--- src/rtl/core/sdce_queue.sv ---
// small first-in first-out queue held in flip-flops
`timescale 1ns / 1ps
module sdce_queue #(
  parameter int WIDTH = 8,
  parameter int DEPTH = 4
) (
  input  logic                       clk,
  input  logic                       rst,
  input  logic                       push,
  input  logic [WIDTH-1:0]           wdata,
  output logic                       full,
  input  logic                       pop,
  output logic [WIDTH-1:0]           rdata,
  output logic                       empty,
  output logic [$clog2(DEPTH+1)-1:0] count
);
  localparam int PTR_W = $clog2(DEPTH);
  localparam int CNT_W = $clog2(DEPTH + 1);

  logic [WIDTH-1:0] mem [DEPTH];
  logic [PTR_W-1:0] wr_ptr;
  logic [PTR_W-1:0] rd_ptr;
  logic             do_push;
  logic             do_pop;

  assign full    = (count == CNT_W'(DEPTH));
  assign empty   = (count == '0);
  assign do_push = push && !full;
  assign do_pop  = pop && !empty;
  assign rdata   = mem[rd_ptr];

  always_ff @(posedge clk) begin
    if (rst) begin
      wr_ptr <= '0;
      rd_ptr <= '0;
      count  <= '0;
    end else begin
      if (do_push) begin
        wr_ptr <= (wr_ptr == PTR_W'(DEPTH - 1)) ? '0 : wr_ptr + PTR_W'(1);
      end
      if (do_pop) begin
        rd_ptr <= (rd_ptr == PTR_W'(DEPTH - 1)) ? '0 : rd_ptr + PTR_W'(1);
      end
      if (do_push && !do_pop) begin
        count <= count + CNT_W'(1);
      end else if (!do_push && do_pop) begin
        count <= count - CNT_W'(1);
      end
    end
  end

  always_ff @(posedge clk) begin
    if (do_push) begin
      mem[wr_ptr] <= wdata;
    end
  end
endmodule

--- config.mk ---
export PLATFORM = sky130hd
export DESIGN_NAME = sdce_queue
export DESIGN_NICKNAME = d
export VERILOG_FILES = /design/src/rtl/core/sdce_queue.sv
export SDC_FILE = /design/constraint.sdc
export NUM_CORES = 1
export LEC_CHECK = 0
export BUFFER_PORTS_ARGS = -buffer_cell sky130_fd_sc_hd__buf_4
export CORE_UTILIZATION = 55
export CTS_CLUSTER_DIAMETER = 100
export DETAILED_ROUTE_END_ITERATION = 16
export HOLD_SLACK_MARGIN = 0.06
export PLACE_DENSITY = 0.74
export SYNTH_ARGS = -nofsm -noshare
export SYNTH_HDL_FRONTEND = slang
export SYNTH_SLANG_ARGS = --single-unit
--- constraint.sdc ---
create_clock -name clk -period 2.6 [get_ports clk]
set_input_delay 0.39 -clock clk [delete_from_list [all_inputs] [get_ports clk]]
set_output_delay 0.39 -clock clk [all_outputs]
set_load 0.03 [all_outputs]
After elaboration in Yosys (flattened, before gate mapping) --
Memory sizes are Yosys's and may differ from the RTL's. A register that Yosys moved wholly into a read port is not among the register bits. Cells that the tools add are included.
Storage, ports and cells: word-level logic and storage cells 29, memories 1, RAM bits 32, input bits 12, output and inout bits 13, register bits after elaboration 7
Memories:
- mem | depth 4, bits a word 8, read ports 1, clocked after Yosys merged registers in 1, write ports 1, line 20 | logic [WIDTH-1:0] mem [DEPTH];
Cells by class: equal/unequal tests 3, reductions and logical operators 10, add/subtract/negate cells 4, multiplexer cells 8
Operators with widths (number):
- 2-bit two-way mux | 4
- 3-bit two-way mux | 2
- 2-bit by 1-bit adder with 2-bit output (second input constant) | 2
- 2-bit equality test (second input constant) | 2
- 1-bit logical AND | 4
- 1-bit zero test | 4
- 3-bit by 1-bit adder with 3-bit output (second input constant) | 1
- 3-bit equality test (second input constant) | 1
- 3-bit zero test | 1
- 3-bit by 1-bit subtractor with 3-bit output (second input constant) | 1
- 1-bit two-way mux | 2
- 2-bit nonzero test | 1

Longest topological paths before layout --
Gate-level depths: netlist of the first run.
word-level depth 7, mapped depth 10, mapped depth without buffers 9

Least setup slack after synthesis of the first run --
OpenSTA, ideal clock, no wires.
path kind flip-flop to flip-flop, start point reg count[0], end point reg count[2], data arrival time 2.242 ns, data required time 2.530 ns, library setup time 0.070 ns, period minus slack after synthesis 2.312 ns, slack 0.288 ns, path buffers 1, stages on the path, launching flop included 11, cells stage by stage dfxtp_1 > or3b_1 > buf_6 > clkinv_8 > nor2_4 > ha_1 > inv_1 > fa_1 > xor2_1 > or3_1 > a21oi_1
Between the ends: longest elaborated chain between the ends 6, elaborated cells between the ends (all ways) 15, classes of those cells 2 x add/sub; 1 x eq/ne; 2 x mux; 10 x reduce/logical
Ends and longest elaborated chain:
- from (decl) | line 15 | output logic [$clog2(DEPTH+1)-1:0] count
- from (signal assigned) | line 45 | count <= count + CNT_W'(1);
- from (signal assigned) | line 47 | count <= count - CNT_W'(1);
- 3-bit equality test * | line 26 | assign full = (count == CNT_W'(DEPTH));
- named net full | line 11 | output logic full,
- 1-bit zero test * | line 28 | assign do_push = push && !full;
- 1-bit logical AND * | line 28
- named net do_push | line 23 | logic do_push;
- 1-bit zero test | line 46 | end else if (!do_push && do_pop) begin
- 1-bit logical AND | line 46
- 2-bit nonzero test (no source line)
Mark *: on every way through the listed nets, which the timed path passes. The rest lies on a longest branch. The select of a mux whose other input is x is not followed. A chain may end at the register's enable or synchronous reset.

Final worst setup path of the first run --
start point reg count[0], end point reg count[2]
Between the ends: longest elaborated chain between the ends 6, elaborated cells between the ends (all ways) 15, classes of those cells 2 x add/sub; 1 x eq/ne; 2 x mux; 10 x reduce/logical
Ends and longest elaborated chain (line):
- 3-bit equality test * | 26
- 1-bit zero test * | 28
- 1-bit logical AND * | 28
- named net do_push | 23
- 1-bit zero test | 46
- 1-bit logical AND | 46
- 2-bit nonzero test (no source line)
Marked as above.

==> results of run 1 <==
critical path: cells and delay by family, from the launching register on:
family	cells	cell delay [ns]
buffers and inverters	2	0.14
DFF	1	0.49
adders and majority gates	2	0.57
xor gates and xnor gates	1	0.16
AOI/OAI and AO/OA	1	0.15
and+or+nand+nor	3	0.79
Yosys cell counts:
cell type	instances	area [um^2]
nor2_4	1	11.3
o21ai_0	1	5.00
edfxtp_1	32	961
or3b_1	1	8.76
ha_1	6	75.1
o31ai_2	2	25.0
and3_1	4	25.0
o21ai_1	1	5.00
a21oi_1	2	10.0
buf_2	1	5.00
nor3_1	2	10.0
or3_1	2	12.5
inv_1	3	11.3
mux4_2	8	180
dfxtp_1	9	180
xor2_1	2	17.5
fa_1	1	20.0
nand2_1	1	3.75
buf_6	1	11.3
clkinv_8	1	16.3
bufinv_8	1	17.5
a21oi_2	1	8.76
nor2_1	3	11.3
mux2i_1	2	20.0
clkbuf_1	1	3.75
buf_1	1	3.75
nand3_1	2	10.0
flip-flops by register name, indices dropped and copies added, names as in the netlist, named ones only:
signal / flops
count: 3
mem: 32
rd_ptr: 2
wr_ptr: 2
kinds of logic (layout without fill, tap and decap cells):
family | Yosys count | count (layout)
AO/OA/AOI/OAI | 7 | 7
XOR/XNOR | 2 | 2
adder cells (fa/ha/maj) | 7 | 7
buffers and inverters | 9 | 37
flip-flops | 41 | 41
multiplexers | 10 | 10
AND/OR/NAND/NOR | 16 | 16
worst max path at each step:
stage | from | endpoint | slack, ns
finish | count[0]$_SDFFE_PP0P_ | count[2]$_SDFFE_PP0P_ | 0.23
global route | count[0]$_SDFFE_PP0P_ | count[2]$_SDFFE_PP0P_ | 0.06
CTS | count[0]$_SDFFE_PP0P_ | count[2]$_SDFFE_PP0P_ | 0.20
floorplan | count[0]$_SDFFE_PP0P_ | count[2]$_SDFFE_PP0P_ | 0.29
global placement | count[0]$_SDFFE_PP0P_ | count[2]$_SDFFE_PP0P_ | 0.38
detailed placement | count[0]$_SDFFE_PP0P_ | count[2]$_SDFFE_PP0P_ | 0.24
power by group:
group | leakage (uW) | total, uW | internal (uW) | switching, uW
logic | 0.000325 | 613 | 274 | 339
clock network | 0.0000422 | 393 | 202 | 191
registers | 0.000367 | 881 | 799 | 81.7
total | 0.000735 | 1890 | 1270 | 612
area by class of cell:
| type | count | share of cell area (%) |
|---|---|---|
| clock inverters | 2 | 1.81 |
| repair buffers | 24 | 9.28 |
| multi-input cells | 42 | 23.7 |
| flip-flops and latches | 41 | 58.8 |
| inverters | 5 | 2.32 |
| clock buffers | 6 | 2.13 |
| well taps | 31 | 2.00 |
per-layer routing:
layer | routed length (um) | track usage [%]
met1 | 1030 | 20.6
met2 | 1220 | 28.9
met3 | 143 | 6.80
met4 | 23 | 9.06
met5 | 0 | 0
through the flow:
step / std cells / area (um^2)
2_1_floorplan: 92 / 1670
3_3_place_gp: 143 / 1860
3_5_place_dp: 143 / 1860
4_1_cts: 151 / 1940
5_1_grt: 151 / 1940
6_report: 151 / 1940
==> impl_metrics.csv, run 1 <==
group,metric,value,unit
routing,drcViolationCount,6,
routing,vias,855,
worst_setup_path,crit-reg2reg-launch,"count[0]$_SDFFE_PP0P_",
cells_and_area,synthToLayoutAreaGrowth,16.3,%
run_status,status,"finished, violations left",
place,dpl_worst_slack,0.240,ns
place,place_congestion,0.756,
routing,wl_per_cell,16.0,um
logic_synthesis,synth-compound-area-share,3.22,%
floorplan,die_area,3260,um^2
place,portBuffers,24,
worst_setup_path,path_class,"register to register",
routing,firstDrtPassIters,10,
cells_and_area,multiInputGateArea,459,um^2
logic_synthesis,netlist_instances,92,
clock_network,clk_pin_slew,0.12,ns
worst_setup_path,path_max_fanout,7,
logic_synthesis,ys_warn_count,0,
routing,drtIter0Drc,32,
logic_synthesis,synthMuxAreaShare,12.0,%
grt,grt-ovfl-total,0,
worst_setup_path,r2r_slack,0.23,ns
grt,grt_max_degree,14,
logic_synthesis,synth.yosys.seq_area_share,68.4,%
cells_and_area,final_cell_mix,"edfxtp_1 (32), buf_4 (24), dfxtp_1 (9)",
timing,rsz0062_at_grt,"no",
routing,drt-vias-per-instance,5.66,
timing,finalHoldViolCount,0,
flow_run,maxCapViolations,0,
logic_synthesis,synthDistinctLibCells,27,
cells_and_area,final_common_cell,"edfxtp_1",
timing,skew,0.00906,ns
timing,slew_headroom,65.0,%
hold_path,hold_depth,1,
worst_setup_path,rr_endpoint,"count[2]$_SDFFE_PP0P_",
clock_network,cts_resized,0,
timing,setup_violations,0,
worst_setup_path,critPathMaxStageDelay,0.49,ns
logic_synthesis,synth_xor_area_share,1.05,%
cells_and_area,finalCoreUtilization,69.2,%
pwr,power,1890,uW
worst_setup_path,startpoint_type,"register",
timing,timing_worst_slew_pin_value,0.525,ns
worst_setup_path,required,2.87,ns
clock_network,clockBufferDepth,2,
worst_setup_path,cp_slowest_cell,"dfxtp_1",
pwr,p_leak,0.000735,uW
grt,grt_pass1_wl,4080,um
clock_network,clock_latency,0.34,ns
pwr,ir_worst_vdd,0.000714,V
logic_synthesis,synth_fa_ha_area_share,5.70,%
worst_setup_path,rr_worst_depth,9,
logic_synthesis,synth_simple_gate_area_share,5.55,%
clock_network,cts_root_buffer,"clkbuf_4",
worst_setup_path,cp_cell_sequence,"or3b_1 > clkinv_8 > nor2_4 > ha_1 > inv_1 > fa_1 > xor2_1 > or3_1 > a21oi_1",
routing,wl,2420,um
timing,post-route-min-period,2.37,ns
timing,fmax,0.421,GHz
grt,grt.total_usage,17.7,%
logic_synthesis,syn_area_per_cell,18.1,um^2
run_status,violations,"design-rule violations",
cells_and_area,n_antenna_cell,0,
grt,antenna_found_initial,0,
timing,drv_slew,0,
floorplan,start_util,59.5,%
cells_and_area,drive_gt1_share,37.5,%
clock_network,hold_buffers,0,
cells_and_area,layout.nets,138,
floorplan,io_pins,25,
grt,grt_pass1_vias,903,
timing,setup_slack,0.227,ns
routing,ant_nets,0,
clock_network,cts_num_sinks,41,
timing,tns,0,ns
logic_synthesis,synth_top_family_by_area,"multiplexers",
floorplan,core,2810,um^2
floorplan,rows,19,
worst_setup_path,crit_arrival,2.65,ns
place,dpl.hpwl,1710,um
floorplan,die_w,57.1,um
logic_synthesis,mappedNetlistArea,1670,um^2
floorplan,die_h,57.1,um
clock_network,cts_buffers,5,
clock_network,htreeDepth,2,
logic_synthesis,synth-seq-cells,41,
timing,fin_hold_ws,0.242,ns
hold_path,hold_end,"mem[0][1]$_DFFE_PP_",
cells_and_area,fill_cells,191,
clock_network,postCtsSetupRepairBufs,0,
pwr,cellPowerDensity,972,nW/um^2
worst_setup_path,cp-end-kind,"register",
clock_network,cts_tree,"yes",
hold_path,holdCritStartpoint,"wdata[1]",
cells_and_area,seq_area,1140,um^2
timing,fin_crit_sh,91.3,%
hold_path,hp-class,"input port to register",
logic_synthesis,synthesis.nets,111,
Note: power is estimated with default switching activity, not from simulation.
==> run 2: changes to the inputs <==
--- a/config.mk
+++ b/config.mk
@@ -6,10 +6,10 @@
 export NUM_CORES = 1
 export LEC_CHECK = 0
 export BUFFER_PORTS_ARGS = -buffer_cell sky130_fd_sc_hd__buf_4
+export CORE_ASPECT_RATIO = 1.5
 export CORE_UTILIZATION = 55
 export CTS_CLUSTER_DIAMETER = 100
 export DETAILED_ROUTE_END_ITERATION = 16
-export HOLD_SLACK_MARGIN = 0.06
 export PLACE_DENSITY = 0.74
 export SYNTH_ARGS = -nofsm -noshare
 export SYNTH_HDL_FRONTEND = slang
==> run 2 against run 1 <==
Net effect:
- the flow now finishes without violations
- core utilization is 0.13 points higher
- non-clock buffer count stayed put
- routed wire length is 2.9% higher
- combinational power hardly changed
- hold slack better by 0.053 ns
- clock power is 29% higher
- sequential share of layout area is 1.7 points lower
- count of clock-buffer cells in the layout is 1 higher
- sequential cell count stayed put
- die area is 0.14% higher
- critical path type unchanged
- critical endpoint unchanged
- largest power group unchanged
==> impl_metrics.csv, run 2 (synthesis results as in run 1) <==
group,metric,value,unit
run_status,status,"finished clean",
pwr,pwr-share-clk,25.2,%
floorplan,io_pins,25,
grt,grt_max_degree,14,
routing,ant_nets,0,
cells_and_area,final_common_cell,"edfxtp_1",
worst_setup_path,cp-end-kind,"register",
timing,skew,0.00855,ns
timing,fin_hold_ws,0.295,ns
floorplan,die_h,69.5,um
worst_setup_path,startpoint_type,"register",
floorplan,die_area,3260,um^2
cells_and_area,largest_reg_flops,32,
hold_path,hp-class,"input port to register",
pwr,netSwitchingFraction,31.3,%
clock_network,htreeDepth,2,
worst_setup_path,cp_cell_sequence,"or3b_1 > clkinv_8 > nor2_4 > ha_1 > inv_1 > fa_1 > xor2_1 > or3_1 > a21oi_1",
place,portBuffers,24,
place,dpl_worst_slack,0.268,ns
clock_network,cts_root_buffer,"clkbuf_8",
worst_setup_path,critPathMaxStageDelay,0.47,ns
worst_setup_path,crit_family,"simple AND/OR/NAND/NOR gates",
timing,post-route-min-period,2.35,ns
cells_and_area,finalCoreUtilization,69.3,%
cells_and_area,top_register,"mem",
pwr,cellPowerDensity,1000,nW/um^2
pwr,p_int,1380,uW
grt,grt-ovfl-total,0,
clock_network,cts_num_sinks,41,
cells_and_area,drive_gt1_share,38.3,%
clock_network,cts_tree,"yes",
worst_setup_path,crit_arrival,2.57,ns
clock_network,cts_buffers,5,
place,dpl.hpwl,1740,um
worst_setup_path,cp_slowest_cell,"dfxtp_1",
timing,fmax,0.425,GHz
clock_network,postCtsSetupRepairBufs,0,
timing,setup_violations,0,
timing,finalHoldViolCount,0,
pwr,ir_worst_vdd,0.000627,V
pwr,power_frac_seq,44.1,%
routing,drcViolationCount,0,
worst_setup_path,path_class,"register to register",
place,place_congestion,0.673,
timing,tns,0,ns
timing,timing_worst_slew_pin_value,0.513,ns
grt,grt_pass1_wl,3960,um
cells_and_area,n_antenna_cell,0,
grt,antenna_found_initial,0,
floorplan,rows,24,
timing,rsz0062_at_grt,"no",
pwr,power,2010,uW
worst_setup_path,critPathBufInv,2,
flow_run,maxCapViolations,0,
cells_and_area,reg_top3,"mem: 32 flops, count: 3 flops",
grt,grt_pass1_vias,939,
routing,drtIter0Drc,11,
routing,vias,849,
timing,setup_slack,0.249,ns
cells_and_area,final_cell_mix,"edfxtp_1 (32), buf_4 (24), dfxtp_1 (9)",
routing,wl_per_cell,15.6,um
cells_and_area,layout.nets,138,
worst_setup_path,path_max_fanout,7,
timing,drv_slew,0,
pwr,combPwrFrac,30.7,%
timing,slew_headroom,65.7,%
floorplan,core,2880,um^2
clock_network,hold_buffers,0,
pwr,p_leak,0.000757,uW
floorplan,start_util,57.9,%
routing,firstDrtPassIters,3,
grt,grt.total_usage,18.0,%
floorplan,die_w,47.0,um
routing,wl,2490,um
routing,drt-vias-per-instance,5.34,
clock_network,clock_latency,0.29,ns
clock_network,cts_resized,0,
cells_and_area,synthToLayoutAreaGrowth,19.7,%
timing,fin_crit_sh,90.4,%
worst_setup_path,required,2.82,ns
clock_network,clk_pin_slew,0.08,ns
clock_network,clockBufferDepth,2,
pwr,p_sw,629,uW
run 2: cell types whose count changed in the layout (fill, tap and decap cells not counted):
cell       previous run  this run
clkbuf_8              0         5
clkbuf_16             0         2
bufinv_16             1         0
clkbuf_1              1         0
clkbuf_4              5         0
run 2: path summary, 6_finish.rpt:
path | start | end | slack (ns) | depth (start not counted)
worst max-delay path | count[0]$_SDFFE_PP0P_ | count[2]$_SDFFE_PP0P_ | 0.25 | 9
worst min-delay path | wdata[2] | mem[1][2]$_DFFE_PP_ | 0.30 | 1
worst max register to register | count[0]$_SDFFE_PP0P_ | count[2]$_SDFFE_PP0P_ | 0.25 | 9
worst min register to register | rd_ptr[0]$_SDFFE_PP0P_ | rd_ptr[0]$_SDFFE_PP0P_ | 0.51 | 2
run 2: power groups by stage:
| stage | Combinational [uW] | Sequential, uW | Clock, uW |
|---|---|---|---|
| after floorplan | 444 | 884 | 0 |
| final | 616 | 884 | 506 |
| after global placement | 606 | 893 | 0 |
| after detailed placement | 616 | 901 | 0 |
| after CTS | 622 | 888 | 512 |
| after global routing | 662 | 901 | 530 |
run 2: layout make-up:
cell class / instances / area, um^2
clock buffers: 7 / 119
clock inverters: 1 / 5.00
fillers: 219 / 885
inverters: 5 / 45.0
multi-input cells: 42 / 459
flip-flops and latches: 41 / 1140
well taps: 39 / 48.8
repair buffers: 24 / 180
run 2: per-stage QoR:
stage / cell area, um^2 / cells
finish: 2000 / 159
global route: 2000 / 159
CTS: 2000 / 159
detailed placement: 1870 / 151
global placement: 1870 / 151
floorplan: 1670 / 92
run 2: worst register-to-register path: stages, from the launching register on:
cell and delay (ns):
dfxtp_1 0.47, or3b_1 0.38, clkinv_8 0.08, nor2_4 0.11
ha_1 0.19, inv_1 0.06, fa_1 0.37, xor2_1 0.16
or3_1 0.30, a21oi_1 0.16
run 2: layer usage:
layer  GRT usage (%)  up-vias  share of wire [%]
li1                -      406                  -
met1            17.7      413                 36
met2            31.3       24                 58
met3            5.21        6                4.5
met4            9.52        0                2.2
met5               0        -                  0
==> run 3: changes to the inputs <==
--- a/config.mk
+++ b/config.mk
@@ -10,6 +10,7 @@
 export CORE_UTILIZATION = 55
 export CTS_CLUSTER_DIAMETER = 100
 export DETAILED_ROUTE_END_ITERATION = 16
+export GPL_TIMING_DRIVEN = 1
 export PLACE_DENSITY = 0.74
 export SYNTH_ARGS = -nofsm -noshare
 export SYNTH_HDL_FRONTEND = slang
==> constraint.sdc (replaced) <==
create_clock -name clk -period 2.2 [get_ports clk]
set_input_delay 0.33 -clock clk [delete_from_list [all_inputs] [get_ports clk]]
set_output_delay 0.33 -clock clk [all_outputs]
set_load 0.03 [all_outputs]
==> run 3 against run 2 <==
Net effect:
- core utilization rose by 0.69 points
- clock skew barely moved
- worst setup slack got worse by 0.13 ns
- register-to-register slack got worse by 0.13 ns
- largest cell class unchanged
==> impl_metrics.csv, run 3 (synthesis results as in run 1) <==
group,metric,value,unit
worst_setup_path,startpoint_type,"register",
worst_setup_path,path_class,"register to register",
routing,drt-vias-per-instance,5.40,
grt,grt.total_usage,18.2,%
worst_setup_path,required,2.43,ns
cells_and_area,synthToLayoutAreaGrowth,20.9,%
cells_and_area,finalCoreUtilization,70.0,%
worst_setup_path,cp-startpoint,"count[2]$_SDFFE_PP0P_",
clock_network,clockBufferDepth,2,
timing,drv_slew,0,
hold_path,hp-class,"input port to register",
place,portBuffers,24,
grt,grt_pass1_wl,3990,um
floorplan,die_h,69.5,um
clock_network,postCtsSetupRepairBufs,0,
run_status,status,"finished clean",
clock_network,cts_root_buffer,"clkbuf_8",
worst_setup_path,cp-end-kind,"register",
cells_and_area,final_cell_mix,"edfxtp_1 (32), buf_4 (27), mux4_2 (8)",
routing,drtIter0Drc,24,
floorplan,start_util,57.9,%
cells_and_area,top_register,"mem",
timing,setup_violations,0,
routing,firstDrtPassIters,4,
routing,ant_nets,0,
cells_and_area,largest_reg_flops,32,
grt,grt_max_degree,14,
grt,grt_pass1_vias,939,
hold_path,holdCritStartpoint,"wdata[4]",
clock_network,hold_buffers,0,
floorplan,io_pins,25,
worst_setup_path,path_max_fanout,6,
flow_run,maxCapViolations,0,
grt,grt-ovfl-total,0,
cells_and_area,drive_gt1_share,43.1,%
cells_and_area,n_antenna_cell,0,
clock_network,htreeDepth,2,
clock_network,clk_pin_slew,0.08,ns
cells_and_area,final_common_cell,"edfxtp_1",
floorplan,rows,24,
timing,slew_headroom,72.2,%
timing,rsz0062_at_grt,"no",
pwr,cellPowerDensity,1180,nW/um^2
routing,vias,874,
place,place_congestion,0.679,
grt,antenna_found_initial,0,
routing,wl,2530,um
clock_network,cts_resized,0,
timing,fin_crit_sh,94.7,%
routing,drcViolationCount,0,
timing,finalHoldViolCount,0,
cells_and_area,layout.nets,141,
worst_setup_path,crit_arrival,2.31,ns
timing,timing_worst_slew_pin_value,0.417,ns
floorplan,die_area,3260,um^2
worst_setup_path,crit-reg2reg-launch,"count[2]$_SDFFE_PP0P_",
timing,post-route-min-period,2.08,ns
timing,skew,0.00904,ns
clock_network,cts_num_sinks,41,
floorplan,core,2880,um^2
clock_network,cts_buffers,5,
routing,wl_per_cell,15.6,um
cells_and_area,reg_top3,"mem: 32 flops, count: 3 flops",
clock_network,clock_latency,0.29,ns
pwr,ir_worst_vdd,0.000837,V
timing,tns,0,ns
timing,fmax,0.480,GHz
clock_network,cts_tree,"yes",
pwr,p_leak,0.000767,uW
floorplan,die_w,47.0,um
place,dpl.hpwl,1800,um
[run 3: metal layers]
layer | up-vias | wire length [um] | global-route usage [%]
li1 | 410 | - | -
met1 | 424 | 916 | 16.9
met2 | 31 | 1380 | 31.0
met3 | 9 | 132 | 4.95
met4 | 0 | 94 | 13.3
met5 | - | 0 | 0
[run 3: path summary, 6_finish.rpt]
kind | endpoint | slack (ns) | cells after the start
max reg2reg | count[2]$_SDFFE_PP0P_ | 0.12 | 9
min | mem[2][4]$_DFFE_PP_ | 0.23 | 1
min reg2reg | rd_ptr[0]$_SDFFE_PP0P_ | 0.53 | 2
max | count[2]$_SDFFE_PP0P_ | 0.12 | 9
[run 3: where the power goes]
part           switching [uW]  internal (uW)
Clock                     246            324
Combinational             433            351
Sequential               73.2            948
[run 3: metrics by stage]
step                      area (um^2)  std cells  hold WS [ns]  setup slack, ns  total power [uW]
final                            2020        162         0.233            0.116              2370
after global routing             2020        162         0.225           0.0102              2470
after CTS                        2010        162         0.228           0.0385              2390
after detailed placement         1900        154         0.495           0.0530              1820
after global placement           1900        154         0.477            0.128              1800
after floorplan                  1670         92         0.429           0.0355              1570
[run 3: worst max-delay path, cell delays in order (launching register included)]
cell and delay [ns]:
dfxtp_1 0.36, or3b_4 0.29, clkinv_8 0.05, nor2_4 0.09, ha_2 0.20, inv_1 0.05, fa_1 0.37, xor2_1 0.16
or3_1 0.31, a21oi_1 0.14
[run 3: cell type report]
type	instances	area, um^2
clock buffers	7	108
multi-input cells	42	464
inverters	5	45.0
fillers	202	865
flip-flops and latches	41	1140
well taps	39	48.8
clock inverters	1	6.26
repair buffers	27	203
