--- src/rtl/core/sdce_pkg.sv ---
// shared types, constants and term classification for the sh degree-3 color evaluator
`timescale 1ns / 1ps
package sdce_pkg;

  // field widths
  localparam int DIR_W   = 16;
  localparam int COEF_W  = 16;
  localparam int TERM_W  = 4;
  localparam int COLOR_W = 22;
  localparam int SUM_W   = 32;

  // fixed-point formats
  localparam int DIR_FRAC  = 14;
  localparam int COEF_FRAC = 12;
  localparam int SHK_FRAC  = 16;
  localparam int K_W       = 18;

  // datapath widths
  localparam int SQ_W    = 32;  // squares and cross products
  localparam int Q_W     = 35;  // quadratic factor
  localparam int P_W     = 51;  // exact polynomial
  localparam int PR_W    = 23;  // polynomial rounded to DIR_FRAC
  localparam int KS_W    = K_W + 1;
  localparam int PROD_W  = PR_W + KS_W;
  localparam int BASIS_W = 27;
  localparam int CPROD_W = COEF_W + BASIS_W;

  localparam int SH_DEG2 = DIR_FRAC;
  localparam int SH_DEG3 = 2 * DIR_FRAC;

  localparam logic signed [P_W-1:0]     P_ONE   = P_W'(1) <<< DIR_FRAC;
  localparam logic signed [P_W:0]       RND_D2  = (P_W + 1)'(1) <<< (SH_DEG2 - 1);
  localparam logic signed [P_W:0]       RND_D3  = (P_W + 1)'(1) <<< (SH_DEG3 - 1);
  localparam logic signed [PROD_W:0]    RND_K   = (PROD_W + 1)'(1) <<< (SHK_FRAC - 1);
  localparam logic signed [CPROD_W:0]   RND_C   = (CPROD_W + 1)'(1) <<< (DIR_FRAC - 1);
  localparam logic signed [SUM_W+1:0]   SUM_MAX = (SUM_W + 2)'((64'sd1 <<< (SUM_W - 1)) - 1);
  localparam logic signed [SUM_W+1:0]   SUM_MIN = -((SUM_W + 2)'(1) <<< (SUM_W - 1));
  localparam logic signed [SUM_W:0]     OUT_HALF = (SUM_W + 1)'(1) <<< (COEF_FRAC - 1);
  localparam logic signed [SUM_W:0]     OUT_MAX = ((SUM_W + 1)'(1) <<< (COLOR_W - 1)) - 1;
  localparam logic signed [SUM_W:0]     OUT_MIN = -((SUM_W + 1)'(1) <<< (COLOR_W - 1));

  // polynomial degree
  localparam logic [1:0] DEG0 = 2'd0;
  localparam logic [1:0] DEG1 = 2'd1;
  localparam logic [1:0] DEG2 = 2'd2;
  localparam logic [1:0] DEG3 = 2'd3;

  // linear factor
  localparam logic [1:0] F_X = 2'd0;
  localparam logic [1:0] F_Y = 2'd1;
  localparam logic [1:0] F_Z = 2'd2;

  // quadratic factor
  localparam logic [3:0] Q_XY          = 4'd0;
  localparam logic [3:0] Q_YZ          = 4'd1;
  localparam logic [3:0] Q_XZ          = 4'd2;
  localparam logic [3:0] Q_ZZ2_XX_YY   = 4'd3;
  localparam logic [3:0] Q_XX_YY       = 4'd4;
  localparam logic [3:0] Q_XX3_YY      = 4'd5;
  localparam logic [3:0] Q_ZZ4_XX_YY   = 4'd6;
  localparam logic [3:0] Q_ZZ2_XX3_YY3 = 4'd7;
  localparam logic [3:0] Q_XX_YY3      = 4'd8;

  // basis constant magnitudes, unsigned Q2.16
  localparam logic [K_W-1:0] K_C0  = 18'd18487;
  localparam logic [K_W-1:0] K_C1  = 18'd32021;
  localparam logic [K_W-1:0] K_C20 = 18'd71601;
  localparam logic [K_W-1:0] K_C22 = 18'd20670;
  localparam logic [K_W-1:0] K_C24 = 18'd35801;
  localparam logic [K_W-1:0] K_C30 = 18'd38669;
  localparam logic [K_W-1:0] K_C31 = 18'd189439;
  localparam logic [K_W-1:0] K_C32 = 18'd29953;
  localparam logic [K_W-1:0] K_C33 = 18'd24456;
  localparam logic [K_W-1:0] K_C35 = 18'd94720;

  typedef struct packed {
    logic [1:0]     deg;
    logic           neg;
    logic [1:0]     f_sel;
    logic [3:0]     q_sel;
    logic [K_W-1:0] k;
  } term_class_t;

  typedef struct packed {
    logic signed [DIR_W-1:0]  dir_x;
    logic signed [DIR_W-1:0]  dir_y;
    logic signed [DIR_W-1:0]  dir_z;
    logic signed [COEF_W-1:0] coef_red;
    logic signed [COEF_W-1:0] coef_green;
    logic signed [COEF_W-1:0] coef_blue;
    logic                     last;
    term_class_t              cls;
  } item_t;

  typedef struct packed {
    logic signed [COLOR_W-1:0] red;
    logic signed [COLOR_W-1:0] green;
    logic signed [COLOR_W-1:0] blue;
    logic                      saturated;
  } result_t;

  function automatic term_class_t classify(input logic [TERM_W-1:0] term);
    term_class_t c;
    unique case (term)
      4'd0:  c = '{DEG0, 1'b0, F_X, Q_XY,          K_C0};
      4'd1:  c = '{DEG1, 1'b1, F_Y, Q_XY,          K_C1};
      4'd2:  c = '{DEG1, 1'b0, F_Z, Q_XY,          K_C1};
      4'd3:  c = '{DEG1, 1'b1, F_X, Q_XY,          K_C1};
      4'd4:  c = '{DEG2, 1'b0, F_X, Q_XY,          K_C20};
      4'd5:  c = '{DEG2, 1'b1, F_X, Q_YZ,          K_C20};
      4'd6:  c = '{DEG2, 1'b0, F_X, Q_ZZ2_XX_YY,   K_C22};
      4'd7:  c = '{DEG2, 1'b1, F_X, Q_XZ,          K_C20};
      4'd8:  c = '{DEG2, 1'b0, F_X, Q_XX_YY,       K_C24};
      4'd9:  c = '{DEG3, 1'b1, F_Y, Q_XX3_YY,      K_C30};
      4'd10: c = '{DEG3, 1'b0, F_Z, Q_XY,          K_C31};
      4'd11: c = '{DEG3, 1'b1, F_Y, Q_ZZ4_XX_YY,   K_C32};
      4'd12: c = '{DEG3, 1'b0, F_Z, Q_ZZ2_XX3_YY3, K_C33};
      4'd13: c = '{DEG3, 1'b1, F_X, Q_ZZ4_XX_YY,   K_C32};
      4'd14: c = '{DEG3, 1'b0, F_Z, Q_XX_YY,       K_C35};
      4'd15: c = '{DEG3, 1'b1, F_X, Q_XX_YY3,      K_C30};
    endcase
    return c;
  endfunction

endpackage

--- src/rtl/core/sdce_queue.sv ---
// small first-in first-out queue held in flip-flops
`timescale 1ns / 1ps
module sdce_queue #(
  parameter int WIDTH = 8,
  parameter int DEPTH = 4
) (
  input  logic                       clk,
  input  logic                       rst,
  input  logic                       push,
  input  logic [WIDTH-1:0]           wdata,
  output logic                       full,
  input  logic                       pop,
  output logic [WIDTH-1:0]           rdata,
  output logic                       empty,
  output logic [$clog2(DEPTH+1)-1:0] count
);
  localparam int PTR_W = $clog2(DEPTH);
  localparam int CNT_W = $clog2(DEPTH + 1);

  logic [WIDTH-1:0] mem [DEPTH];
  logic [PTR_W-1:0] wr_ptr;
  logic [PTR_W-1:0] rd_ptr;
  logic             do_push;
  logic             do_pop;

  assign full    = (count == CNT_W'(DEPTH));
  assign empty   = (count == '0);
  assign do_push = push && !full;
  assign do_pop  = pop && !empty;
  assign rdata   = mem[rd_ptr];

  always_ff @(posedge clk) begin
    if (rst) begin
      wr_ptr <= '0;
      rd_ptr <= '0;
      count  <= '0;
    end else begin
      if (do_push) begin
        wr_ptr <= (wr_ptr == PTR_W'(DEPTH - 1)) ? '0 : wr_ptr + PTR_W'(1);
      end
      if (do_pop) begin
        rd_ptr <= (rd_ptr == PTR_W'(DEPTH - 1)) ? '0 : rd_ptr + PTR_W'(1);
      end
      if (do_push && !do_pop) begin
        count <= count + CNT_W'(1);
      end else if (!do_push && do_pop) begin
        count <= count - CNT_W'(1);
      end
    end
  end

  always_ff @(posedge clk) begin
    if (do_push) begin
      mem[wr_ptr] <= wdata;
    end
  end
endmodule

--- src/rtl/core/sdce_front.sv ---
// front end: accepts term items, decodes the basis term and queues them
`timescale 1ns / 1ps
module sdce_front #(
  parameter int DEPTH = 4
) (
  input  logic                                clk,
  input  logic                                rst,
  input  logic                                push,
  output logic                                full,
  input  logic signed [sdce_pkg::DIR_W-1:0]   dir_x,
  input  logic signed [sdce_pkg::DIR_W-1:0]   dir_y,
  input  logic signed [sdce_pkg::DIR_W-1:0]   dir_z,
  input  logic        [sdce_pkg::TERM_W-1:0]  term_index,
  input  logic signed [sdce_pkg::COEF_W-1:0]  coef_red,
  input  logic signed [sdce_pkg::COEF_W-1:0]  coef_green,
  input  logic signed [sdce_pkg::COEF_W-1:0]  coef_blue,
  input  logic                                last_term,
  input  logic                                item_pop,
  output logic                                item_empty,
  output sdce_pkg::item_t                     item
);
  localparam int IW = $bits(sdce_pkg::item_t);
  localparam int FW = $clog2(DEPTH + 1);

  sdce_pkg::item_t           item_in;
  logic [IW-1:0]             item_bits;
  logic [FW-1:0]             fill;

  always_comb begin
    item_in.dir_x      = dir_x;
    item_in.dir_y      = dir_y;
    item_in.dir_z      = dir_z;
    item_in.coef_red   = coef_red;
    item_in.coef_green = coef_green;
    item_in.coef_blue  = coef_blue;
    item_in.last       = last_term;
    item_in.cls        = sdce_pkg::classify(term_index);
  end

  sdce_queue #(
    .WIDTH (IW),
    .DEPTH (DEPTH)
  ) u_queue (
    .clk   (clk),
    .rst   (rst),
    .push  (push),
    .wdata (item_in),
    .full  (full),
    .pop   (item_pop),
    .rdata (item_bits),
    .empty (item_empty),
    .count (fill)
  );

  assign item = sdce_pkg::item_t'(item_bits);

  a_fill_bound: assert property (@(posedge clk) disable iff (rst)
    fill <= FW'(DEPTH))
    else $error("term queue fill above depth");
endmodule

--- config.mk ---
export PLATFORM = sky130hd
export DESIGN_NAME = sdce_front
export DESIGN_NICKNAME = d
export VERILOG_FILES = /design/src/rtl/core/sdce_pkg.sv /design/src/rtl/core/sdce_queue.sv /design/src/rtl/core/sdce_front.sv
export SDC_FILE = /design/constraint.sdc
export NUM_CORES = 1
export LEC_CHECK = 0
export BUFFER_PORTS_ARGS = -buffer_cell sky130_fd_sc_hd__buf_4
export CORE_MARGIN = 3
export CORE_UTILIZATION = 53
export DETAILED_ROUTE_END_ITERATION = 8
export PLACE_DENSITY_LB_ADDON = 0.08
export RECOVER_POWER = 25
export SLEW_MARGIN = 20
export SYNTH_ARGS = -nofsm -noshare
export SYNTH_HDL_FRONTEND = slang
export SYNTH_HIERARCHICAL = 1
export SYNTH_SLANG_ARGS = --single-unit
--- constraint.sdc ---
create_clock -name clk -period 5 [get_ports clk]
set_clock_uncertainty 0.15 [all_clocks]
set_input_delay 1 -clock clk [delete_from_list [all_inputs] [get_ports clk]]
set_output_delay 1 -clock clk [all_outputs]
set_load 0.01 [all_outputs]
# == Word-level counts from Yosys, hierarchy flattened ==
# Memory sizes are Yosys's and may differ from the RTL's. A register that Yosys moved wholly into a read port is not among the register bits.
# Cells that the tools add are included.
# word_totals
ff_bits,7
mem_bits_rw,496
romBits,432
input_bits,105
output_inout_bits,126
elab_cells,30
n_memories,2
# op_classes
n_addsub,4
eq_ne,3
n_mux,8
n_reduce_logical,10
# memory_table
name,depth,word_bits,read_ports,rd_clocked_by_memory_dff,write_ports,line_no,rtl
u_queue.mem,4,124,1,1,1,sdce_queue.sv:20,logic [WIDTH-1:0] mem [DEPTH];
(name not given),16,27,1,0,0,sdce_pkg.sv:104,unique case (term)
# op_table
cell,n
two-way mux 2 bit,4
two-way mux 3 bit,2
"adder 2 x 1 -> 2 bit, second input constant",2
"equality test 2 bit, second input constant",2
logical AND 1 bit,4
logical NOT 1 bit,4
"adder 3 x 1 -> 3 bit, second input constant",1
"equality test 3 bit, second input constant",1
logical NOT 3 bit,1
"subtractor 3 x 1 -> 3 bit, second input constant",1
two-way mux 1 bit,2
nonzero test 2 bit,1

# == Depth between registers and ports, before layout ==
# Gate-level depths: netlist (run 1).
# depth
word_depth,7
mapped_depth,10
ltp_nobuf,9

# == Modules after synthesis ==
# Netlist (run 1), hierarchy kept.
# modules_own_cells
mod,instances,cells_each,area_per_inst_um2,seq_area_each_um2
sdce_queue,1,698,18336.3,15074.5
sdce_front,1,74,511.7,0.0

# == Least setup slack after synthesis (run 1) ==
# No wires, ideal clock.
# synth_path
kind,input to register
from,in push
to,"mem u_queue/mem[3][0] in the netlist's numbering, enable pin"
setup_time_ns,0.498
t_arrival_ns,3.907
required_ns,4.352
setup_slack_ns,0.445
cell_stages,1
n_path_buf,0
cell_sequence,and3_1
# synth_between
elab_chain_cells,3
# synth_rtl
item,line_no,rtl
from (decl),sdce_front.sv:8,"input logic push,"
logical AND 1 bit,sdce_queue.sv:28,assign do_push = push && !full;
two-way mux 1 bit,sdce_queue.sv:53,if (do_push) begin
two-way mux 1 bit (not written as such),sdce_queue.sv:54,mem[wr_ptr] <= wdata;
to (decl),sdce_queue.sv:20,
# Every way passes these cells.

==> results of run 1 <==
-- layer usage --
metal,vias up,GRT usage [%],wire (µm)
li1,3805,-,-
met1,4489,26.3,14600
met2,210,30.3,18000
met3,39,4.65,2240
met4,2,6.22,615
met5,-,0,20
-- registers in the layout, indices dropped and copies added (netlist names), named ones only --
signal	cells
u_queue/rd_ptr	2
u_queue/count	3
u_queue/mem	496
u_queue/wr_ptr	2
-- cell usage in the layout, fill, tap and decap left out, drive strengths merged --
master / count
a21boi: 1
a21oi: 10
and2b: 1
and3: 5
buf: 166
clkbuf: 145
clkinv: 24
dfxtp: 9
diode: 3
edfxtp: 496
fa: 1
ha: 14
inv: 11
mux2: 2
mux2i: 6
mux4: 124
nand2: 11
nand2b: 3
nand3: 3
nor2: 10
nor2b: 1
nor3: 3
o211ai: 2
o21ai: 13
o22ai: 3
o31ai: 2
or3: 2
or3b: 1
xor2: 3
-- cell families after synthesis --
| group | after synthesis | share of synthesized area (%) |
|---|---|---|
| simple gates | 40 | 1.03 |
| buf+inv | 46 | 1.50 |
| fa+ha+maj | 15 | 1.04 |
| mux | 132 | 15.3 |
| flops | 505 | 80.0 |
| compound gates | 31 | 1.06 |
| xor+xnor | 3 | 0.139 |
-- Yosys cell counts (all sizes together) --
cell type,number
buf,27
nor2b,1
o21ai,13
fa,1
o31ai,2
o211ai,2
and3,5
and2b,1
nand2,11
mux4,124
nor2,10
clkbuf,8
or3b,1
edfxtp,496
or3,2
xor2,3
a21boi,1
clkinv,1
nand2b,3
inv,10
nand3,3
ha,14
dfxtp,9
mux2i,6
nor3,3
o22ai,3
mux2,2
a21oi,10
-- report_power, final --
| part | leakage [nW] | internal [mW] | switching [mW] | total [mW] |
|---|---|---|---|---|
| combinational | 1.94 | 1.26 | 1.20 | 2.46 |
| sequential | 4.62 | 5.13 | 0.143 | 5.27 |
| clock | 0.707 | 1.87 | 1.43 | 3.30 |
-- worst max-delay path, cell delays in order (launching register included) --
cell	delay, ps
sky130_fd_sc_hd__dfxtp_4	840
sky130_fd_sc_hd__buf_12	400
sky130_fd_sc_hd__mux4_2	390
sky130_fd_sc_hd__buf_4	160
-- area by class of cell --
type,count,area (µm²)
diodes,3,7.51
clock buffers,66,1340
clock inverters,24,103
fillers,2395,12500
inverters,11,42.5
multi-input cells,221,3510
flip-flops and latches,505,15100
well taps,455,569
repair buffers,245,1630
-- worst min path at each step --
stage | to | slack [ps] | depth (start not counted)
4_1_cts | flip-flop | 350 | 2
5_1_grt | flip-flop | 390 | 2
6_report | flip-flop | 350 | 2
3_3_place_gp | flip-flop | 320 | 2
2_1_floorplan | flip-flop | 310 | 2
3_5_place_dp | flip-flop | 340 | 2
-- through the flow --
stage / instances / worst slack [ps] / hold WS (ps)
floorplan: 772 / 445 / 313
global placement: 1437 / 1950 / 319
detailed placement: 1437 / 1960 / 335
CTS: 1527 / 1330 / 346
global route: 1529 / 1240 / 388
finish: 1530 / 1410 / 349
==> results by stage, run 1 <==
Pwr:
- VDD sags by at most ~360 µV.
- The power per standard cell area is 495 nW/µm².
- The completed layout was analyzed and its total power is between 10 and 15 mW.
- The analysis attributes to cell leakage a power of ~7.3 nW.

Synth:
- The mean cell area of the mapped netlist is between 20 and 25 µm².
- The synthesized instance count is ~770.
- The synthesized design contains slightly above 500 register bits.
- The Yosys step of the flow raised 6 warnings.
- The post-synthesis cell area is 18800 µm².
- The number of nets handed over by synthesis was 892.
- In this run the biggest area consumer among cell types represents between 70 and 80% of the synthesized area.
- Of the synthesized area, sequential elements account for 80.0%.
- After synthesis, the cell types taking the most area are sky130_fd_sc_hd__edfxtp_1 (79%), sky130_fd_sc_hd__mux4_2 (15%), sky130_fd_sc_hd__dfxtp_1 (0.96%), sky130_fd_sc_hd__ha_1 (0.93%), sky130_fd_sc_hd__buf_6 (0.54%).
- The number of distinct library cells after synthesis is 37.
- sky130_fd_sc_hd__edfxtp_1 takes more of the synthesized area than any other cell.

Floorplanning:
- The horizontal die dimension is a little under 200 µm.
- The core region area is ~35000 µm².
- The die covers roughly 38000 µm².
- The total number of placement rows is between 60 and 70.
- The initial core utilization is between 50 and 60%.
- The die boundary height is slightly below 200 µm.
- The I/O pin total is between 200 and 250.

Placement:
- The weighted congestion at the end of routability-driven global placement is about 0.72.
- The count of buffers added on input and output ports is 230.
- The total placed instance area is approximately 21000 µm².
- Once detailed placement completed, the half-perimeter wirelength came to 21500 µm.

Critical path:
- For the worst setup path, the data required time is slightly below 4000 ps.
- The critical path ends at item[75].
- The type of element capturing the critical path is an output port.
- The arrival time of data at the critical path endpoint is about 2400 ps.
- In this run the worst path has a maximum fanout of a little under 60.
- The kind of critical path is flip-flop to output port.
- The depth of the worst register-to-register path is 3.
- In this run the critical register-to-register path is launched from u_queue/count[0].
- In this run the critical register-to-register path is captured at u_queue/mem[3][77].
- The startpoint class of the critical path is a flip-flop.
- The setup check on the worst reg-to-reg path leaves a slack of about 2400 ps.

Detailed routing:
- The number of DRC markers in iteration 0 is 470.
- The routed design has between 30000 and 40000 µm of wire.
- After detailed routing, the number of remaining DRC violations is 0.
- The total via count in the routed design is roughly 8500.
- The detail-routed net length per standard cell is about 23 µm.
- The pre-antenna-repair detailed-routing pass consisted of 7 iterations.
- The number of nets with antenna violations after detailed routing is 0.
- After detailed routing, the number of vias per cell comes to 5.58.

Global routing:
- For this run the aggregate overflow at the end of global routing stands at 0.
- The aggregate global-route resource usage is a little under a fifth.
- The first global-routing pass estimated around 55000 µm of wire.
- The maximum number of pins on one net before global-route repair is 85.
- The initial antenna violation count is 3.
- The number of global-route vias before repair is a little over 9000.

Timing:
- The actual transition at the worst max-transition pin is 961 ps.
- Setup violations remaining at the end of the flow were counted as 0.
- The final critical path time including I/O delays and setup is about 3600 ps.
- Setup repair after global routing left no endpoint under its margin.
- The number of endpoints with negative hold slack in the final report is 0.
- The worst pin sits at a relative slew slack of 35.9%.
- Based on the critical path, the design can be clocked at up to 0.278 GHz.
- The final total negative setup slack is 0 ps.
- The max-slew violation count came to 0.
- In the finished design, the share of the clock period the worst path needs comes to approximately 72%.

Clock network:
- Clock-pin slew was measured on the worst setup and hold paths at around 60 ps.
- The number of setup buffers added after CTS is 0.
- The number of gates resized after CTS was 0.
- The CTS tree is done.
- The count of hold buffers inserted by post-cts repair is 0.
- The root buffer cell is sky130_fd_sc_hd__clkbuf_16.
- Counting every sink on the clock net gives approximately 510.
- The number of buffers inserted during clock tree synthesis is 49.
- The clock latency at the later pin of the worst-skew pair is 560 ps.
- The clock passes through at most 3 buffers.
- The clock tree synthesis step divided the H-tree into 2 levels.

Run:
- Max-cap violations in this run came to 0.

Layout:
- At the end of the flow the core is filled with cells to about 64%.
- The cell area after layout is between 20000 and 25000 µm².
- The net count of the finished layout is between 1000 and 1500.
- The area growth from synthesis to final layout is 18.2%.
- The share of cells above drive strength 1 is roughly a third.

Run status:
- The run finished with clean final reports.

Worst hold path:
- The worst hold path belongs to the class flip-flop to flip-flop.
- The startpoint identified for the worst hold timing path is u_queue/rd_ptr[0].
(Power assumes the default switching activity.)
==> inputs of run 2 (changes only) <==
Settings changed: CORE_UTILIZATION 53 to 52.
Clock period 5 ns to 2.9 ns, I/O delays scaled along.
==> results by stage, run 2 (synthesized netlist as in run 1, its figures left out) <==
Clock network:
- The register clock-pin slew on the reported worst setup and hold paths is 60 ps (about the same).
- The sink count of the clock tree is 505 (unchanged).
- The CTS H-tree depth is 2 (unchanged).
- The number of instances resized during post-cts repair is 0 (unchanged).
- The number of buffers inserted by post-CTS setup repair was 5 (was 0).
- The root buffer cell was sky130_fd_sc_hd__clkbuf_16 (unchanged).
- The maximum buffer depth of the clock tree is 3 (unchanged).
- The CTS tree is done (unchanged).
- The clock latency at the later pin of the worst-skew pair is 560 ps (about the same).
- The number of buffers inserted during clock tree synthesis is 49 (unchanged).
- The count of hold buffers inserted by post-cts repair is 0 (unchanged).

Floorplanning:
- The total number of placement rows is 69 (was 68).
- The horizontal die dimension is 196 µm (was 195 µm).
- The die boundary height is 196 µm (was 195 µm).
- The floorplan die area is 38600 µm² (was 37900 µm²).
- The initial core utilization is 52.9% (was 54.2%).
- The I/O pin total came to 231 (unchanged).
- The core region area is 35700 µm² (was 34800 µm²).

Detailed routing:
- The met3 wire length is 2180 µm (was 2240 µm).
- The total via count in the routed design is 8697 (was 8545).
- The highest routed metal layer is met4 (was met5).
- The length of routed met2 wiring is 17700 µm (was 18000 µm).
- The detail-routed net length per standard cell was 23.1 µm (was 23.2 µm).
- The detailed-router iteration count before antenna repair is 4 (was 7).
- The number of DRC markers in iteration 0 was 469 (was 470).
- The total length of routed wires was 35900 µm (was 35500 µm).
- The detail-routed via count per cell is 5.60 (was 5.58).
- The DRC violation count after routing is 0 (unchanged).
- The met1 wire length is 15400 µm (was 14600 µm).
- The number of nets with antenna violations after detailed routing was 0 (unchanged).

Placement:
- The weighted congestion at the end of routability-driven global placement is 0.720 (was 0.723).
- The number of placed cells counting well taps was 1460 (was 1437).
- The count of input and output buffers was 230 (unchanged).
- The placement-stage worst setup slack is 460 ps (was 1960 ps).
- The half-perimeter wire length after detailed placement is 22800 µm (was 21500 µm).
- The total placed instance area is 21500 µm² (was 21100 µm²).

Layout:
- The share of cells above drive strength 1 is 36.7% (was 34.1%).
- The number of inserted filler cells in the final layout was 2430 (was 2395).
- The utilization of the core after routing is 64.0% (about the same).
- Biggest regs: u_queue/mem (496), u_queue/count (3) (unchanged).
- The register with the most flip-flops is u_queue/mem (unchanged).
- The area growth from synthesis to final layout came to 21.0% (was 18.2%).
- The post-layout instance count excluding filler cells was 1554 (was 1530).
- Most used cells in the layout excluding fill and tap cells: sky130_fd_sc_hd__edfxtp_1 (496), sky130_fd_sc_hd__buf_4 (162), sky130_fd_sc_hd__mux4_2 (124), sky130_fd_sc_hd__clkbuf_1 (87), sky130_fd_sc_hd__clkbuf_16 (49) (was sky130_fd_sc_hd__edfxtp_1 (496), sky130_fd_sc_hd__buf_4 (159), sky130_fd_sc_hd__mux4_2 (124), sky130_fd_sc_hd__clkbuf_1 (93), sky130_fd_sc_hd__clkbuf_16 (51)).
- The cell area after layout came to 22800 µm² (was 22300 µm²).
- The most frequent standard cell in the layout excluding fill and tap cells is sky130_fd_sc_hd__edfxtp_1 (unchanged).
- The net count of the finished layout is 1175 (was 1153).
- The number of flip-flops in the largest register is 496 (unchanged).

Timing:
- The actual transition at the worst max-transition pin is 548 ps (was 961 ps).
- The tightest hold margin is 74.6 ps (was 349 ps).
- Unrepaired setup endpoints after global routing: yes (was no).
- The worst setup margin came to 95.5 ps (was 1410 ps).
- The max-slew violation count is 0 (unchanged).
- The peak clock frequency supported by timing is approximately 0.36 GHz.
- The final total negative setup slack came to 0 ps (unchanged).
- The relative slew slack is 63.5% (was 35.9%).
- The total of endpoints with negative setup slack in the final report is 0 (unchanged).
- The routed design could run at a clock period as short as roughly 2800 ps.
- The number of endpoints with negative hold slack in the final report is 0 (unchanged).
- The final critical-path share of the clock period is between 90% and 100%.

Critical path:
- The arrival time of data at the critical path endpoint is 2070 ps (was 2440 ps).
- The capture point of the worst path is item[105] (was item[75]).
- The reg-to-reg critical path endpoint is u_queue/count[2] (was u_queue/mem[3][77]).
- The required time at the endpoint of the critical path came to 2170 ps (was 3850 ps).
- The depth of the worst register-to-register path came to 9 (was 3).
- The startpoint class of the critical path is a flip-flop (unchanged).
- The type of element capturing the critical path is an output port (unchanged).
- The launch instance of the worst register-to-register path is u_queue/count[0] (unchanged).
- The maximum fanout encountered on the critical timing path came to 30 (was 59).
- The kind of critical path is flip-flop to output port (unchanged).
- The setup slack on the worst flop-to-flop path is 420 ps (was 2400 ps).

Global routing:
- The number of global-route vias before repair is 9241 (was 9206).
- The aggregate global-route resource usage is 19.1% (was 19.0%).
- The maximum number of pins on one net before global-route repair came to 36 (was 85).
- The wire length of the first global-routing pass came to 55700 µm (was 54900 µm).
- The initial antenna violation count is 0 (was 3).
- The final global-route overflow total is 0 (unchanged).

Run:
- The number of maximum-capacitance violations is 0 (unchanged).

Worst hold path:
- The path type of the worst min-delay path is input pin to flip-flop (was flip-flop to flip-flop).
- The number of cells on the worst hold path is 1 (was 2).

Pwr:
- The total chip power is 19.7 mW (was 11.0 mW).
- The power per standard cell area was 865 nW/µm² (was 495 nW/µm²).
- The standby leakage power is 7.49 nW (was 7.27 nW).
- The worst IR drop on VDD is 692 µV (was 360 µV).

Run status:
- Result of the run: completed (unchanged).
==> run 2: layer usage <==
metal  up-vias  global-route usage (%)
met5         -                       0
met4         0                    5.60
met3        47                    4.32
met2       227                    30.4
met1      4583                    27.1
li1       3840                       -
==> run 2: where the power goes <==
group / switching, mW / internal [mW] / total (mW)
clock network: 2.55 / 3.63 / 6.18
logic: 2.16 / 2.36 / 4.52
registers: 0.214 / 8.83 / 9.05
==> run 2: worst max-delay path, stage by stage, from the launching register on <==
cell	delay (ps)
sky130_fd_sc_hd__dfxtp_4	460
sky130_fd_sc_hd__buf_12	280
sky130_fd_sc_hd__mux4_2	580
sky130_fd_sc_hd__buf_4	170
==> run 2: final cells by class <==
type | instances | area [µm²] | share of cell area (%)
Tap cell | 461 | 577 | 2.53
Multi-Input combinational cell | 221 | 3510 | 15.4
Sequential cell | 505 | 15100 | 66.1
Timing Repair Buffer | 267 | 2030 | 8.91
Clock inverter | 31 | 310 | 1.36
Antenna cell | 1 | 2.50 | 0.0110
Inverter | 11 | 42.5 | 0.186
Clock buffer | 57 | 1260 | 5.51
==> run 2: worst min-delay path by stage <==
stage | startpoint | endpoint | slack [ps]
detailed placement | u_queue/count[2] | u_queue/count[2] | 360
floorplan | u_queue/rd_ptr[0] | flip-flop | 310
CTS | coef_green[8] | u_queue/mem[3][52] | 30
global route | coef_red[9] | u_queue/mem[2][69] | 60
global placement | u_queue/count[2] | u_queue/count[2] | 360
finish | dir_y[6] | u_queue/mem[3][98] | 70
==> inputs of run 3 (changes only) <==
Settings changed: CELL_PAD_IN_SITES_DETAIL_PLACEMENT from default to 0, CELL_PAD_IN_SITES_GLOBAL_PLACEMENT from default to 1, CORE_UTILIZATION 52 to 51, RECOVER_POWER 25 to 50.
Clock period 2.9 ns to 3.2 ns, I/O delays scaled along.
==> results by stage, run 3 (synthesized netlist as in run 1, its figures left out) <==
Run status:
- Result of the run: finished, violations left (was completed).
- The checks that failed: capacitance limit, slew limit.

Placement:
- The count of input and output buffers is 230 (unchanged).
- The half-perimeter wire length after detailed placement is 21900 µm (was 22800 µm).
- The weighted congestion at the end of routability-driven global placement was 0.695 (was 0.720).
- The number of placed cells counting well taps came to 1451 (was 1460).

Global routing:
- The initial antenna violation count is 1 (was 0).
- The final global-route overflow total is 0 (unchanged).
- The wire length of the first global-routing pass is 54700 µm (was 55700 µm).
- The aggregate global-route resource usage came to 18.5% (was 19.1%).
- The maximum number of pins on one net before global-route repair is 94 (was 36).
- The number of global-route vias before repair is 9147 (was 9241).

Floorplanning:
- The total number of placement rows is 69 (unchanged).
- The floorplan die area came to 39300 µm² (was 38600 µm²).
- The core region area is 36000 µm² (was 35700 µm²).
- The initial core utilization came to 52.4% (was 52.9%).
- The horizontal die dimension is 198 µm (was 196 µm).
- The die boundary height is 198 µm (was 196 µm).
- The I/O pin total is 231 (unchanged).

Detailed routing:
- The total length of routed wires is 35600 µm (was 35900 µm).
- The detail-routed via count per cell is 5.58 (was 5.60).
- The total via count in the routed design is 8622 (was 8697).
- The number of DRC markers in iteration 0 is 436 (was 469).
- The DRC violation count after routing is 0 (unchanged).
- The detailed-router iteration count before antenna repair is 4 (unchanged).
- The detail-routed net length per standard cell is 23.0 µm (was 23.1 µm).
- The number of nets with antenna violations after detailed routing is 0 (unchanged).

Critical path:
- The type of element capturing the critical path is an output port (unchanged).
- The kind of critical path is flip-flop to output port (unchanged).
- The worst stage delay on the critical path is 590 ps (was 580 ps).
- The standard cell with the maximum stage delay on the critical path is sky130_fd_sc_hd__mux4_2 (unchanged).
- The launch instance of the worst register-to-register path is u_queue/count[0] (unchanged).
- The depth of the worst register-to-register path is 3 (was 9).
- The setup slack on the worst flop-to-flop path is 470 ps (was 420 ps).
- The required time at the endpoint of the critical path was 2410 ps (was 2170 ps).
- The startpoint class of the critical path is a flip-flop (unchanged).
- Cells along the critical path: buf_12, mux4_2, buf_4 (unchanged).
- The reg-to-reg critical path endpoint was u_queue/mem[2][108] (was u_queue/count[2]).
- The arrival time of data at the critical path endpoint is 2240 ps (was 2070 ps).
- The maximum fanout encountered on the critical timing path is 44 (was 30).

Clock network:
- The sink count of the clock tree is 505 (unchanged).
- The root buffer cell is sky130_fd_sc_hd__clkbuf_16 (unchanged).
- The register clock-pin slew on the reported worst setup and hold paths is 60 ps (about the same).
- The CTS H-tree depth came to 2 (unchanged).
- The maximum buffer depth of the clock tree is 3 (unchanged).
- The count of hold buffers inserted by post-cts repair is 0 (unchanged).
- The number of instances resized during post-cts repair is 0 (unchanged).
- The number of buffers inserted by post-CTS setup repair came to 0 (was 5).
- The number of buffers inserted during clock tree synthesis is 51 (was 49).
- The CTS tree is done (unchanged).
- The clock latency at the later pin of the worst-skew pair is 560 ps (about the same).

Run:
- The number of maximum-capacitance violations is 1 (was 0).

Timing:
- The actual transition at the worst max-transition pin is 1520 ps (was 548 ps).
- The peak clock frequency supported by timing is 0.330 GHz.
- Unrepaired setup endpoints after global routing: no (was yes).
- The number of endpoints with negative hold slack in the final report is 0 (unchanged).
- The final critical path time including I/O delays and setup is 3030 ps.
- The total of endpoints with negative setup slack in the final report came to 0 (unchanged).
- Dividing the final minimum period by the clock period gives approximately 95%.
- The max-slew violation count was 50 (was 0).
- The relative slew slack is -1.48% (was 63.5%).
- The final total negative setup slack is 0 ps (unchanged).

Worst hold path:
- The beginning of the worst hold path was rst (was dir_y[6]).
- The end point of the worst hold path is u_queue/count[1] (was u_queue/mem[3][98]).
- The path type of the worst min-delay path is input pin to flip-flop (unchanged).
- The number of cells on the worst hold path is 2 (was 1).

Pwr:
- The total chip power is 17.7 mW (was 19.7 mW).
- The worst IR drop on VDD is 534 µV (was 692 µV).
- The power per standard cell area is 788 nW/µm² (was 865 nW/µm²).
- The standby leakage power is 7.30 nW (was 7.49 nW).

Layout:
- The net count of the finished layout is 1163 (was 1175).
- Most used cells in the layout excluding fill and tap cells: sky130_fd_sc_hd__edfxtp_1 (496), sky130_fd_sc_hd__buf_4 (138), sky130_fd_sc_hd__mux4_2 (124), sky130_fd_sc_hd__clkbuf_1 (119), sky130_fd_sc_hd__clkbuf_16 (51) (was sky130_fd_sc_hd__edfxtp_1 (496), sky130_fd_sc_hd__buf_4 (162), sky130_fd_sc_hd__mux4_2 (124), sky130_fd_sc_hd__clkbuf_1 (87), sky130_fd_sc_hd__clkbuf_16 (49)).
- The share of cells above drive strength 1 was 32.1% (was 36.7%).
- The most frequent standard cell in the layout excluding fill and tap cells is sky130_fd_sc_hd__edfxtp_1 (unchanged).
- The area taken by multi-input logic gates is 3470 µm² (was 3510 µm²).
- The number of flip-flops in the largest register is 496 (unchanged).
- The register area was 15100 µm² (unchanged).
- The post-layout instance count excluding filler cells is 1546 (was 1554).
- The area growth from synthesis to final layout is 19.0% (was 21.0%).
- The number of inserted filler cells in the final layout is 2601 (was 2430).
- Biggest regs: u_queue/mem (496), u_queue/count (3) (unchanged).
- The register with the most flip-flops is u_queue/mem (unchanged).
[run 3: worst max-delay path by stage]
stage,end,slack [ps],cells after the start
2_1_floorplan,u_queue/mem[0][0],370,3
3_3_place_gp,item[5],720,3
3_5_place_dp,item[6],720,3
4_1_cts,item[6],90,3
5_1_grt,item[6],8,3
6_report,item[6],170,3
[run 3: cell type report]
type | instances | area share (%)
antenna | 1 | 0.0112
inverter | 11 | 0.190
multi-input combinational | 221 | 15.5
clock inverter | 23 | 0.837
clock buffer | 71 | 6.03
timing repair buffer | 253 | 7.64
sequential | 505 | 67.3
tap | 461 | 2.57
[run 3: critical path, delay by kind of cell (launching register included)]
family / cells / cell delay [ps]
multiplexers: 1 / 590
buffers and inverters: 2 / 510
flip-flops: 1 / 500
[run 3: per-layer routing]
layer	wire length, µm	up-vias	track usage (%)
li1	-	3821	-
met1	15100	4528	25.6
met2	17600	216	29.7
met3	2210	55	4.48
met4	689	2	5.45
met5	7	-	0
[run 3: power by group]
part | switching, mW | leakage (nW) | total (mW) | internal [mW]
Clock | 2.29 | 0.749 | 5.48 | 3.18
Combinational | 1.92 | 1.93 | 3.99 | 2.06
Sequential | 0.197 | 4.62 | 8.21 | 8.02
Total | 4.41 | 7.30 | 17.7 | 13.3
[run 3: per-stage QoR]
step | utilization, % | worst slack [ps] | area [µm²] | hold slack [ps]
3_3_place_gp | 59.2 | 720 | 21300 | 323
4_1_cts | 63.5 | 92.2 | 22900 | 65.7
6_report | 62.3 | 168 | 22400 | 165
2_1_floorplan | - | 375 | 18900 | 313
3_5_place_dp | 59.2 | 722 | 21300 | 335
5_1_grt | 62.3 | 7.74 | 22400 | 156
